<file path="src/design/sap_pkg.sv">
// sap_pkg: opcodes and field widths shared by the small accumulator cpu core
package sap_pkg;

  localparam int unsigned DataW = 8;
  localparam int unsigned NibW  = 4;

  // item kinds carried on the input tuser bit
  typedef enum logic {
    CMD_WRITE = 1'b0,
    CMD_STEP  = 1'b1
  } cmd_t;

  // instruction opcodes, high nibble of the instruction byte
  typedef enum logic [3:0] {
    OP_NOP  = 4'h0,
    OP_LDA  = 4'h1,
    OP_ADD  = 4'h2,
    OP_SUB  = 4'h3,
    OP_STA  = 4'h4,
    OP_LDI  = 4'h5,
    OP_JMP  = 4'h6,
    OP_JC   = 4'h7,
    OP_JZ   = 4'h8,
    OP_ADDI = 4'h9,
    OP_SUBI = 4'hA,
    OP_LDB  = 4'hB,
    OP_JNC  = 4'hC,
    OP_JNZ  = 4'hD,
    OP_OUT  = 4'hE,
    OP_HLT  = 4'hF
  } op_t;

endpackage

</file>
<file path="src/design/sap_8bit_cpu_core_unit.sv">
// sap_8bit_cpu_core_unit: 8-bit accumulator cpu with a 16-byte program store
//
// Input stream: each transaction is either a write of one byte into the
// program store (tuser = 0, address and data in tdata) or a step that runs
// one whole instruction (tuser = 1). Every input transaction yields exactly
// one output transaction carrying a snapshot of pc, ir, a, b, the out
// register, the out strobe and the carry, zero and halt flags.
// out_tvalid rises in the cycle after input acceptance. Throughput is one
// transaction per cycle while in_tready is high: the whole instruction
// (fetch at pc, operand read, alu, store) is resolved in one combinational
// pass over the register-file store and committed at the accepting edge.
// The output register holds one result; a new input is taken while that
// result is being taken in the same cycle, so a stalled receiver stalls the
// input only once the output register is full.
// Reset clears all cpu registers, the flags and all 16 store bytes at once;
// the block is ready as soon as reset is released.
// After a halt instruction, steps change nothing; writes still land.
module sap_8bit_cpu_core_unit
  import sap_pkg::*;
#(
  parameter int unsigned RAM_WORDS = 16
) (
  input  logic        clk,
  input  logic        rst_n,
  input  logic        in_tvalid,
  output logic        in_tready,
  // [3:0] address, [11:4] data, [15:12] zero
  input  logic [15:0] in_tdata,
  // [0] command
  input  logic        in_tuser,
  output logic        out_tvalid,
  input  logic        out_tready,
  // [3:0] program_counter, [11:4] instruction, [19:12] accumulator,
  // [27:20] operand_register, [35:28] output_register, [36] output_written,
  // [37] carry, [38] zero, [39] halted
  output logic [39:0] out_tdata
);

  localparam int unsigned AW = $clog2(RAM_WORDS);

  // program store and cpu state
  logic [DataW-1:0] mem_r [RAM_WORDS];
  logic [AW-1:0]    pc_r, pc_nxt;
  logic [DataW-1:0] ir_r, ir_nxt;
  logic [DataW-1:0] acc_r, acc_nxt;
  logic [DataW-1:0] breg_r, breg_nxt;
  logic [DataW-1:0] outreg_r, outreg_nxt;
  logic             carry_r, carry_nxt;
  logic             zero_r, zero_nxt;
  logic             halt_r, halt_nxt;
  logic             wrote_nxt;

  // store write port
  logic             we;
  logic [AW-1:0]    waddr;
  logic [DataW-1:0] wdata;

  // output register
  logic             out_valid_r;
  logic [39:0]      out_data_r, out_data_nxt;

  logic             accept;
  cmd_t             cmd;
  logic [NibW-1:0]  in_addr;
  logic [DataW-1:0] in_data;
  logic [DataW-1:0] fetch;
  op_t              op;
  logic [NibW-1:0]  arg;
  logic [DataW-1:0] opnd;
  logic [DataW-1:0] alu_b;
  logic [DataW:0]   sum;
  logic [DataW-1:0] diff;

  assign in_tready = !out_valid_r || out_tready;
  assign accept    = in_tvalid && in_tready;
  assign cmd       = cmd_t'(in_tuser);
  assign in_addr   = in_tdata[3:0];
  assign in_data   = in_tdata[11:4];

  // fetch at pc, then operand read at the low nibble
  assign fetch = mem_r[pc_r];
  assign op    = op_t'(fetch[7:4]);
  assign arg   = fetch[3:0];
  assign opnd  = mem_r[arg[AW-1:0]];

  // alu operand is the store byte or the immediate nibble
  always_comb begin
    if (op == OP_ADDI || op == OP_SUBI) begin
      alu_b = {{(DataW-NibW){1'b0}}, arg};
    end else begin
      alu_b = opnd;
    end
  end

  assign sum  = {1'b0, acc_r} + {1'b0, alu_b};
  assign diff = acc_r - alu_b;

  // next state for one transaction
  always_comb begin
    pc_nxt     = pc_r;
    ir_nxt     = ir_r;
    acc_nxt    = acc_r;
    breg_nxt   = breg_r;
    outreg_nxt = outreg_r;
    carry_nxt  = carry_r;
    zero_nxt   = zero_r;
    halt_nxt   = halt_r;
    wrote_nxt  = 1'b0;
    we         = 1'b0;
    waddr      = in_addr[AW-1:0];
    wdata      = in_data;
    if (cmd == CMD_WRITE) begin
      we = 1'b1;
    end else if (!halt_r) begin
      ir_nxt = fetch;
      pc_nxt = pc_r + AW'(1);
      case (op)
        OP_NOP: begin
        end
        OP_LDA: acc_nxt = opnd;
        OP_ADD, OP_ADDI: begin
          breg_nxt  = alu_b;
          acc_nxt   = sum[DataW-1:0];
          carry_nxt = sum[DataW];
          zero_nxt  = (sum[DataW-1:0] == '0);
        end
        OP_SUB, OP_SUBI: begin
          breg_nxt  = alu_b;
          acc_nxt   = diff[DataW-1:0];
          carry_nxt = (acc_r < alu_b);
          zero_nxt  = (diff[DataW-1:0] == '0);
        end
        OP_STA: begin
          we    = 1'b1;
          waddr = arg[AW-1:0];
          wdata = acc_r;
        end
        OP_LDI: acc_nxt = {{(DataW-NibW){1'b0}}, arg};
        OP_JMP: pc_nxt = arg[AW-1:0];
        OP_JC:  if (carry_r) pc_nxt = arg[AW-1:0];
        OP_JZ:  if (zero_r) pc_nxt = arg[AW-1:0];
        OP_LDB: breg_nxt = opnd;
        OP_JNC: if (!carry_r) pc_nxt = arg[AW-1:0];
        OP_JNZ: if (!zero_r) pc_nxt = arg[AW-1:0];
        OP_OUT: begin
          outreg_nxt = acc_r;
          wrote_nxt  = 1'b1;
        end
        OP_HLT: halt_nxt = 1'b1;
        default: begin
        end
      endcase
    end
  end

  // result snapshot packing
  assign out_data_nxt = {halt_nxt, zero_nxt, carry_nxt, wrote_nxt, outreg_nxt,
                         breg_nxt, acc_nxt, ir_nxt, NibW'(pc_nxt)};

  // cpu state commit
  always_ff @(posedge clk) begin
    if (!rst_n) begin
      pc_r     <= '0;
      ir_r     <= '0;
      acc_r    <= '0;
      breg_r   <= '0;
      outreg_r <= '0;
      carry_r  <= 1'b0;
      zero_r   <= 1'b0;
      halt_r   <= 1'b0;
    end else if (accept) begin
      pc_r     <= pc_nxt;
      ir_r     <= ir_nxt;
      acc_r    <= acc_nxt;
      breg_r   <= breg_nxt;
      outreg_r <= outreg_nxt;
      carry_r  <= carry_nxt;
      zero_r   <= zero_nxt;
      halt_r   <= halt_nxt;
    end
  end

  // program store, cleared at reset
  always_ff @(posedge clk) begin
    if (!rst_n) begin
      for (int i = 0; i < RAM_WORDS; i++) begin
        mem_r[i] <= '0;
      end
    end else if (accept && we) begin
      mem_r[waddr] <= wdata;
    end
  end

  // output register
  always_ff @(posedge clk) begin
    if (!rst_n) begin
      out_valid_r <= 1'b0;
    end else if (accept) begin
      out_valid_r <= 1'b1;
    end else if (out_tready) begin
      out_valid_r <= 1'b0;
    end
  end

  always_ff @(posedge clk) begin
    if (accept) begin
      out_data_r <= out_data_nxt;
    end
  end

  assign out_tvalid = out_valid_r;
  assign out_tdata  = out_data_r;

`ifndef NO_ASSERTIONS
  // once halted, only reset clears the halt flag
  a_halt_sticky: assert property (@(posedge clk) disable iff (!rst_n)
    halt_r |=> halt_r)
    else $error("halt flag dropped");

  // a step while halted leaves the program counter alone
  a_halt_pc: assert property (@(posedge clk) disable iff (!rst_n)
    (accept && halt_r && in_tuser) |=> $stable(pc_r))
    else $error("pc moved while halted");

  // a write transaction never reports an out strobe
  a_write_no_out: assert property (@(posedge clk) disable iff (!rst_n)
    (accept && !in_tuser) |=> (out_tvalid && !out_tdata[36]))
    else $error("write transaction flagged output_written");

  // every accepted transaction is presented on the next cycle
  a_result_follows: assert property (@(posedge clk) disable iff (!rst_n)
    accept |=> out_tvalid)
    else $error("result missing after accepted transaction");
`endif

endmodule
</file>
<file path="config.mk">
export PLATFORM = sky130hd
export DESIGN_NAME = sap_8bit_cpu_core_unit
export DESIGN_NICKNAME = d
export VERILOG_FILES = /design/src/design/sap_pkg.sv /design/src/design/sap_8bit_cpu_core_unit.sv
export SDC_FILE = /design/constraint.sdc
export NUM_CORES = 1
export LEC_CHECK = 0
export ABC_AREA = 1
export BUFFER_PORTS_ARGS = -buffer_cell sky130_fd_sc_hd__buf_4
export CAP_MARGIN = 30
export CORE_ASPECT_RATIO = 0.6
export CORE_MARGIN = 2
export CORE_UTILIZATION = 25
export DETAILED_ROUTE_END_ITERATION = 10
export GPL_ROUTABILITY_DRIVEN = 0
export SLEW_MARGIN = 10
export SYNTH_ARGS = -nofsm -noshare
export SYNTH_HDL_FRONTEND = slang
export SYNTH_SLANG_ARGS = --single-unit
</file>
<file path="constraint.sdc">
create_clock -name clk -period 5.2 [get_ports clk]
set_clock_uncertainty 0.1 [all_clocks]
set_input_delay 0 -clock clk [delete_from_list [all_inputs] [get_ports clk]]
set_output_delay 0 -clock clk [all_outputs]
set_load 0.005 [all_outputs]
</file>
==> run metrics, run 1 <==
Net count, final=between 1500 and 2000; Root Driver=clkbuf_16; FFs w/ async S/R, synth=0; Slew @ Worst Pin=874 ps; most numerous cell in the Yosys netlist=nand2_1; Die Y-Extent=175 um; Synth area leaders=edfxtp_1 (41%), nand2_1 (12%), nand3_1 (10%), nor2_1 (7.3%), dfxtp_1 (7.2%); Yosys warning total=0; Core Rows=62; hold-critical path depth=4; clock sinks=212; VDD IR max=172 uV; Total Routing Usage GR=0.162; die width=289 um; Synth cell types=40; Pwr Density=about 400 nW/um^2; critical path's slowest cell=dfxtp_2; beginning of the worst hold path=in_tdata[8]; Final setup viols=0; #FFs+latches synth=between 200 and 250; Sum Neg Setup Slack=0 ps; worst reg2reg setup slack=250 ps; FF-to-FF path depth=28; Worst slew margin=0.416; CP Capture Type=flip-flop; routed vias=11500; Slew Limit Fails=0; layout cell share with drive strength beyond 1=0.109; Flop pwr share=0.359; worst-skew pair later-pin latency=540 ps; wire per inst=18.2 um; Layout area overhead=17.3%; vias in the first global route=10300; global route overflow=0; IO buf count=58; minimum clock period=4950 ps; Initial Util=0.254; EDFF count, synth=168; mapped cell area=12200 um^2; P_int=0.00346 W; DP HPWL=30000 um; number of hold violations in the final report=0; Fillers=about 5000; Max-cap violations=0; # IOs=63; vias per inst=4.99; commonest cells in the netlist=nand2_1 (402), nand3_1 (256), nor2_1 (239); Tcrit/Tclk final=0.952; leakage power=6.22 nW; H-tree depth=1; fmax=roughly 200 MHz; Hold Path Class=in -> reg; Util after Layout=0.298; unrepaired setup endpoints after global routing=no; first-pass GRT wire length=62800 um; Crit Path Max Fanout=51; Placeable Area=just under 50000 um^2; run status=finished clean; Reg area=5930 um^2; register area share after synthesis=0.485; switching share of power=0.396; Largest stage delay, worst path=490 ps; area of the multi-input gates=5360 um^2; Total Wirelength=between 40000 and 50000 um; clock share of power=0.251; Worst Hold End=mem_r[0][4]$_SDFFCE_PN0P_; Combinational Power Share=0.389; cells after synthesis=roughly 1600; initial detailed-routing violation count=1856; Synth Flop Type=edfxtp_1; Yosys top cell area share=0.413; Synth area leader=edfxtp_1; Synthesized Nets=1630; Critical Path Source Type=flip-flop; Psw=0.00227 W; CTS tree=built; first drt pass iteration count=6; Worst Setup Path Type=reg -> reg; Crit path required time=5370 ps; DRC=0; clock-pin slew on the worst setup and hold paths=70 ps; CP arrival=5120 ps; Mean Syn Cell Area=roughly 7.7 um^2; initial antenna violation count=0; Post-CTS Setup Repair Bufs=0; Ant. Diodes=0; largest net degree at the start of global routing=97; Worst R2R End=out_tdata[38]$_DFFE_PP_; crit-path most repeated cell=nand3_1; cts bufs inserted=21; Antenna Violating Nets Remaining=0; Clock Tree Buf Depth=3; area of the die=50700 um^2
==> flip-flops by register name, indices dropped and copies added, names as in the netlist, named ones only <==
register,cells
mem_r,128
out_tdata,40
acc_r,8
breg_r,8
ir_r,8
outreg_r,8
pc_r,4
carry_r,1
halt_r,1
out_tvalid,1
zero_r,1
==> power groups by stage <==
stage	clock [W]	sequential [W]	combinational, W
2_1_floorplan	0	0.00206	0.00138
3_3_place_gp	0	0.00208	0.00209
3_5_place_dp	0	0.00209	0.00212
4_1_cts	0.00145	0.00205	0.00214
5_1_grt	0.00152	0.00207	0.00244
6_report	0.00144	0.00206	0.00223
==> what timing repair did <==
action / in CTS / in global routing
hold endpoints to repair: 70 / 0
hold buffers: 10 / 0
gates resized for setup: 0 / 7
setup endpoints to repair: 0 / 7
==> metal layers <==
| layer | wire (um) | GRT usage | vias to the layer above |
|---|---|---|---|
| li1 | - | - | 5368 |
| met1 | 19300 | 0.256 | 5373 |
| met2 | 15900 | 0.210 | 687 |
| met3 | 5810 | 0.0522 | 62 |
| met4 | 807 | 0.0288 | 0 |
| met5 | 0 | 0 | - |
==> layout make-up <==
type | count | area share
inverters | 147 | 0.0386
repair buffers | 122 | 0.0749
clock inverters | 8 | 0.00323
clock buffers | 30 | 0.0397
multi-input cells | 1144 | 0.374
flip-flops and latches | 212 | 0.414
well taps | 640 | 0.0559
==> layout by cell type, fill, tap and decap left out, types with 5 or more instances in the layout <==
cell,synthesis,routed
nand2_1,402,401
edfxtp_1,168,168
dlygate4sd3_1,0,10
nand2_2,11,11
dfxtp_1,44,43
buf_4,3,103
clkinv_1,4,6
nor3_1,5,5
a21oi_1,53,53
nand3_1,256,255
clkbuf_16,0,22
ha_1,19,19
inv_2,9,9
xor2_1,11,11
o211ai_1,21,21
o21ai_0,68,66
buf_12,0,6
o21ai_1,22,24
nand3_2,7,8
nor2_1,239,238
inv_1,134,133
clkbuf_1,29,8
==> cell families after synthesis <==
kind of cell    share of synthesized area
xor+xnor                          0.00932
fa+ha+maj                          0.0227
compound gates                     0.0810
buf+inv                            0.0778
simple gates                        0.324
flops                               0.485
==> worst max path at each step <==
stage,endpoint,slack (ps),cells past startpoint
after floorplan,out_tdata[38]$_DFFE_PP_,950,28
after global placement,out_tdata[37]$_DFFE_PP_,310,27
after detailed placement,out_tdata[37]$_DFFE_PP_,310,27
after CTS,out_tdata[37]$_DFFE_PP_,290,27
after global routing,out_tdata[37]$_DFFE_PP_,20,28
final,out_tdata[38]$_DFFE_PP_,250,28
==> per-stage QoR <==
| step | cells | setup slack [ps] | hold WS, ps | area (um^2) | power [W] |
|---|---|---|---|---|---|
| after floorplan | 1588 | 946 | 1.60 | 12200 | 0.00344 |
| after global placement | 2252 | 310 | 191 | 13500 | 0.00418 |
| after detailed placement | 2252 | 305 | 203 | 13500 | 0.00421 |
| after CTS | 2300 | 292 | 11.3 | 14200 | 0.00564 |
| after global routing | 2303 | 21.6 | 42.2 | 14300 | 0.00602 |
| final | 2303 | 251 | 5.35 | 14300 | 0.00572 |
==> worst max-delay path: cells and delay by family (launching register included) <==
family          cells  cell delay [ps]
simple gates       16             1870
buf+inv             6              840
compound gates      4              720
flops               1              490
xor+xnor            1              320
fa+ha+maj           1              290
Note: power is estimated with default switching activity, not from simulation.
==> run 2: changes to the inputs <==
--- a/config.mk
+++ b/config.mk
@@ -5,7 +5,6 @@
 export SDC_FILE = /design/constraint.sdc
 export NUM_CORES = 1
 export LEC_CHECK = 0
-export ABC_AREA = 1
 export BUFFER_PORTS_ARGS = -buffer_cell sky130_fd_sc_hd__buf_4
 export CAP_MARGIN = 30
 export CORE_ASPECT_RATIO = 0.6
==> run 2 against run 1 <==
Compared with the run above: combinational power is 36% lower; synthesized cell count fell by 29%; global-route usage down 0.70 points; largest power group is now sequential cells; highest routed layer unchanged.
==> run metrics, run 2 <==
run status=finished clean; worst slack, placed=-91.4 ps (-397 ps); CP arrival=5100 ps (-20 ps); Worst Setup Path Type=reg -> reg; VDD IR max=204 uV (+19%); vias in the first global route=9000 (-12%); Synthesized Nets=1162 (-29%); worst-skew pair later-pin latency=540 ps (about the same); cts bufs inserted=22 (+4.8%); crit path cell chain=buf_4 -> mux4_2 -> o22ai_2 -> or2_2 -> buf_12 -> nand2_1 -> and3_1 -> a31oi_2 -> a32o_1 -> a211oi_2 -> or2_2 -> ha_1 -> inv_1 -> o31ai_2 -> nor4_1 -> nor3_1 -> xnor2_1 -> nor2_1 -> a221oi_2 -> mux2i_1; Yosys top cell area share=0.425 (+0.0121); initial detailed-routing violation count=1591 (-14%); layout cell share with drive strength beyond 1=0.227 (+0.118); commonest cells in the netlist=nor2_1 (195), edfxtp_1 (168), nand2_1 (147); most common cell after layout, fill and taps aside=nor2_1; CP Capture Type=flip-flop; # IOs=63 (unchanged); Fillers=4737 (-5.8%); clock sinks=212 (unchanged); Placeable Area=46600 um^2 (-3.0%); most frequent cells in the layout=nor2_1 (192), edfxtp_1 (168), nand2_1 (147); first drt pass iteration count=6 (unchanged); worst reg2reg setup slack=260 ps (about the same); Antenna Violating Nets Remaining=0 (unchanged); Worst R2R End=out_tdata[19]$_DFFE_PP_; area of the die=49300 um^2 (-2.8%); crit-path most repeated cell=or2_2; Largest register FFs=128 (unchanged); vias per inst=5.24 (+5.1%); register area share after synthesis=0.499 (+0.0142); Crit Path Max Fanout=18 (-65%); Initial Util=0.255 (+0.000516); global route overflow=0 (unchanged); EDFF count, synth=168 (unchanged); Mean Syn Cell Area=10.6 um^2 (+38%); Setup WS post-layout=257 ps (+6.32 ps); Synth area leader=edfxtp_1; minimum clock period=4940 ps (-6.32 ps); IO buf count=58 (unchanged); Layout area overhead=20.7%; initial antenna violation count=0 (unchanged); Synth Flop Type=edfxtp_1; Tcrit/Tclk final=0.950 (-0.00122); Largest Register=mem_r; Synth cell types=79 (+98%); Fin Hold WS=62.8 ps (+57.5 ps); number of hold violations in the final report=0 (unchanged); die width=285 um (-1.4%); Final setup viols=0 (unchanged); Total Wirelength=39500 um (-5.7%); Sum Neg Setup Slack=0 ps (unchanged); #FFs+latches synth=212 (unchanged); fin cells=1862 (-19%); most numerous cell in the Yosys netlist=nor2_1; Root Driver=clkbuf_16; Slew Limit Fails=0 (unchanged); largest net degree at the start of global routing=66 (-32%); Die Y-Extent=173 um (-1.4%); Hold Path Class=in -> reg; critical path's slowest cell=mux4_2; wire per inst=21.2 um (+17%); Reg area=5930 um^2 (about the same); worst setup path end=out_tdata[19]$_DFFE_PP_; Total Routing Usage GR=0.155 (-0.00701); Crit path required time=5360 ps (about the same); Ant. Diodes=0 (unchanged); Placed Cells=1807 (-20%); Net count, final=1258 (-26%); H-tree depth=1 (unchanged); DP HPWL=29300 um (-2.4%); DRC=0 (unchanged); Yosys warning total=0 (unchanged); area of the multi-input gates=5630 um^2 (+5.2%); FFs w/ async S/R, synth=0 (unchanged); Pwr Density=355 nW/um^2 (-11%); leakage power=5.27 nW (-15%); Clock Tree Buf Depth=3 (unchanged); fmax=202 MHz (+0.13%); clock-pin slew on the worst setup and hold paths=70 ps (about the same); Slew @ Worst Pin=880 ps (+5.68 ps); FF-to-FF path depth=20 (-29%); cells after synthesis=1120 (-29%); Critical Path Source Type=flip-flop; first-pass GRT wire length=58100 um (-7.5%); Largest stage delay, worst path=520 ps (+30 ps); Worst slew margin=0.410 (-0.00591); mapped cell area=11900 um^2 (-2.8%); routed vias=9763 (-15%); Max-cap violations=0 (unchanged); CTS tree=built; Core Rows=61 (-1.6%); Synth area leaders=edfxtp_1 (43%), dfxtp_1 (7.4%), mux4_2 (6.3%), nor2_1 (6.2%), nand2_1 (4.6%)
==> run 2: cell types whose count changed after synthesis, moves of 33 or more <==
| cell | change |
|---|---|
| mux2i_1 | +46 |
| nor2_1 | -44 |
| nand2_1 | -255 |
| nand3_1 | -230 |
| mux4_2 | +33 |
| inv_1 | -110 |
==> run 2: per-stage QoR <==
step | instance area, um^2 | util | total power (W)
after floorplan | 11900 | - | 0.00285
after global placement | 13300 | 0.285 | 0.00333
after detailed placement | 13300 | 0.285 | 0.00334
after CTS | 14200 | 0.304 | 0.00501
after global routing | 14300 | 0.308 | 0.00528
final | 14300 | 0.308 | 0.00509
==> run 2: worst min-delay path by stage <==
| stage | end | cells past startpoint | slack (ps) | from |
|---|---|---|---|---|
| 6_report | ir_r[7]$_SDFFE_PN0P_ | 6 | 60 | out_tready |
| 5_1_grt | ir_r[7]$_SDFFE_PN0P_ | 6 | 80 | out_tready |
| 4_1_cts | ir_r[7]$_SDFFE_PN0P_ | 6 | 50 | out_tready |
| 3_5_place_dp | out_tvalid$_SDFFE_PN0P_ | 3 | 180 | in_tvalid |
| 3_3_place_gp | out_tvalid$_SDFFE_PN0P_ | 3 | 170 | in_tvalid |
| 2_1_floorplan | in_tready | 1 | 20 | out_tready |
==> run 2: area by class of cell <==
cell class	instances	area share
inverters	25	0.00655
clock buffers	28	0.0429
well taps	630	0.0550
clock inverters	12	0.00943
flip-flops and latches	212	0.414
repair buffers	140	0.0792
multi-input cells	815	0.393
==> run 2: logic make-up after synthesis <==
family          synth area share
mux                        0.118
fa+ha+maj                 0.0234
compound gates             0.137
flops                      0.499
simple gates               0.173
buf+inv                   0.0379
xor+xnor                  0.0111
==> run 2: what timing repair did <==
| action | CTS | global route |
|---|---|---|
| cloned | 0 | 0 |
| setup buffers | 0 | 3 |
| endpoints found under the hold margin | 154 | 0 |
| pin swaps | 0 | 5 |
| resized for setup | 3 | 31 |
| hold buffers | 12 | 0 |
| endpoints found under the setup margin | 3 | 13 |
==> run 2: layer usage <==
layer	GRT usage	routed length, um	vias up	part of all wire
met2	0.201	15100	569	0.38
met1	0.244	18400	4804	0.46
met3	0.0505	5140	60	0.13
met4	0.0336	862	0	0.022
li1	-	-	4330	-
met5	0	0	-	0
==> run 2: where the power goes <==
group | internal [W] | leakage [nW] | switching (W)
combinational | 0.000546 | 2.83 | 0.000874
clock | 0.000945 | 0.358 | 0.000724
sequential | 0.00193 | 2.08 | 0.0000666
total | 0.00342 | 5.27 | 0.00166
==> run 2: worst max-delay path, delay by kind of cell, from the launching register on <==
family	cells	cell delay [ps]
AO/OA/AOI/OAI	6	1330
AND/OR/NAND/NOR	7	1120
multiplexers	2	650
buffers and inverters	3	500
flip-flops	1	410
adder cells (fa/ha/maj)	1	370
XOR/XNOR	1	170
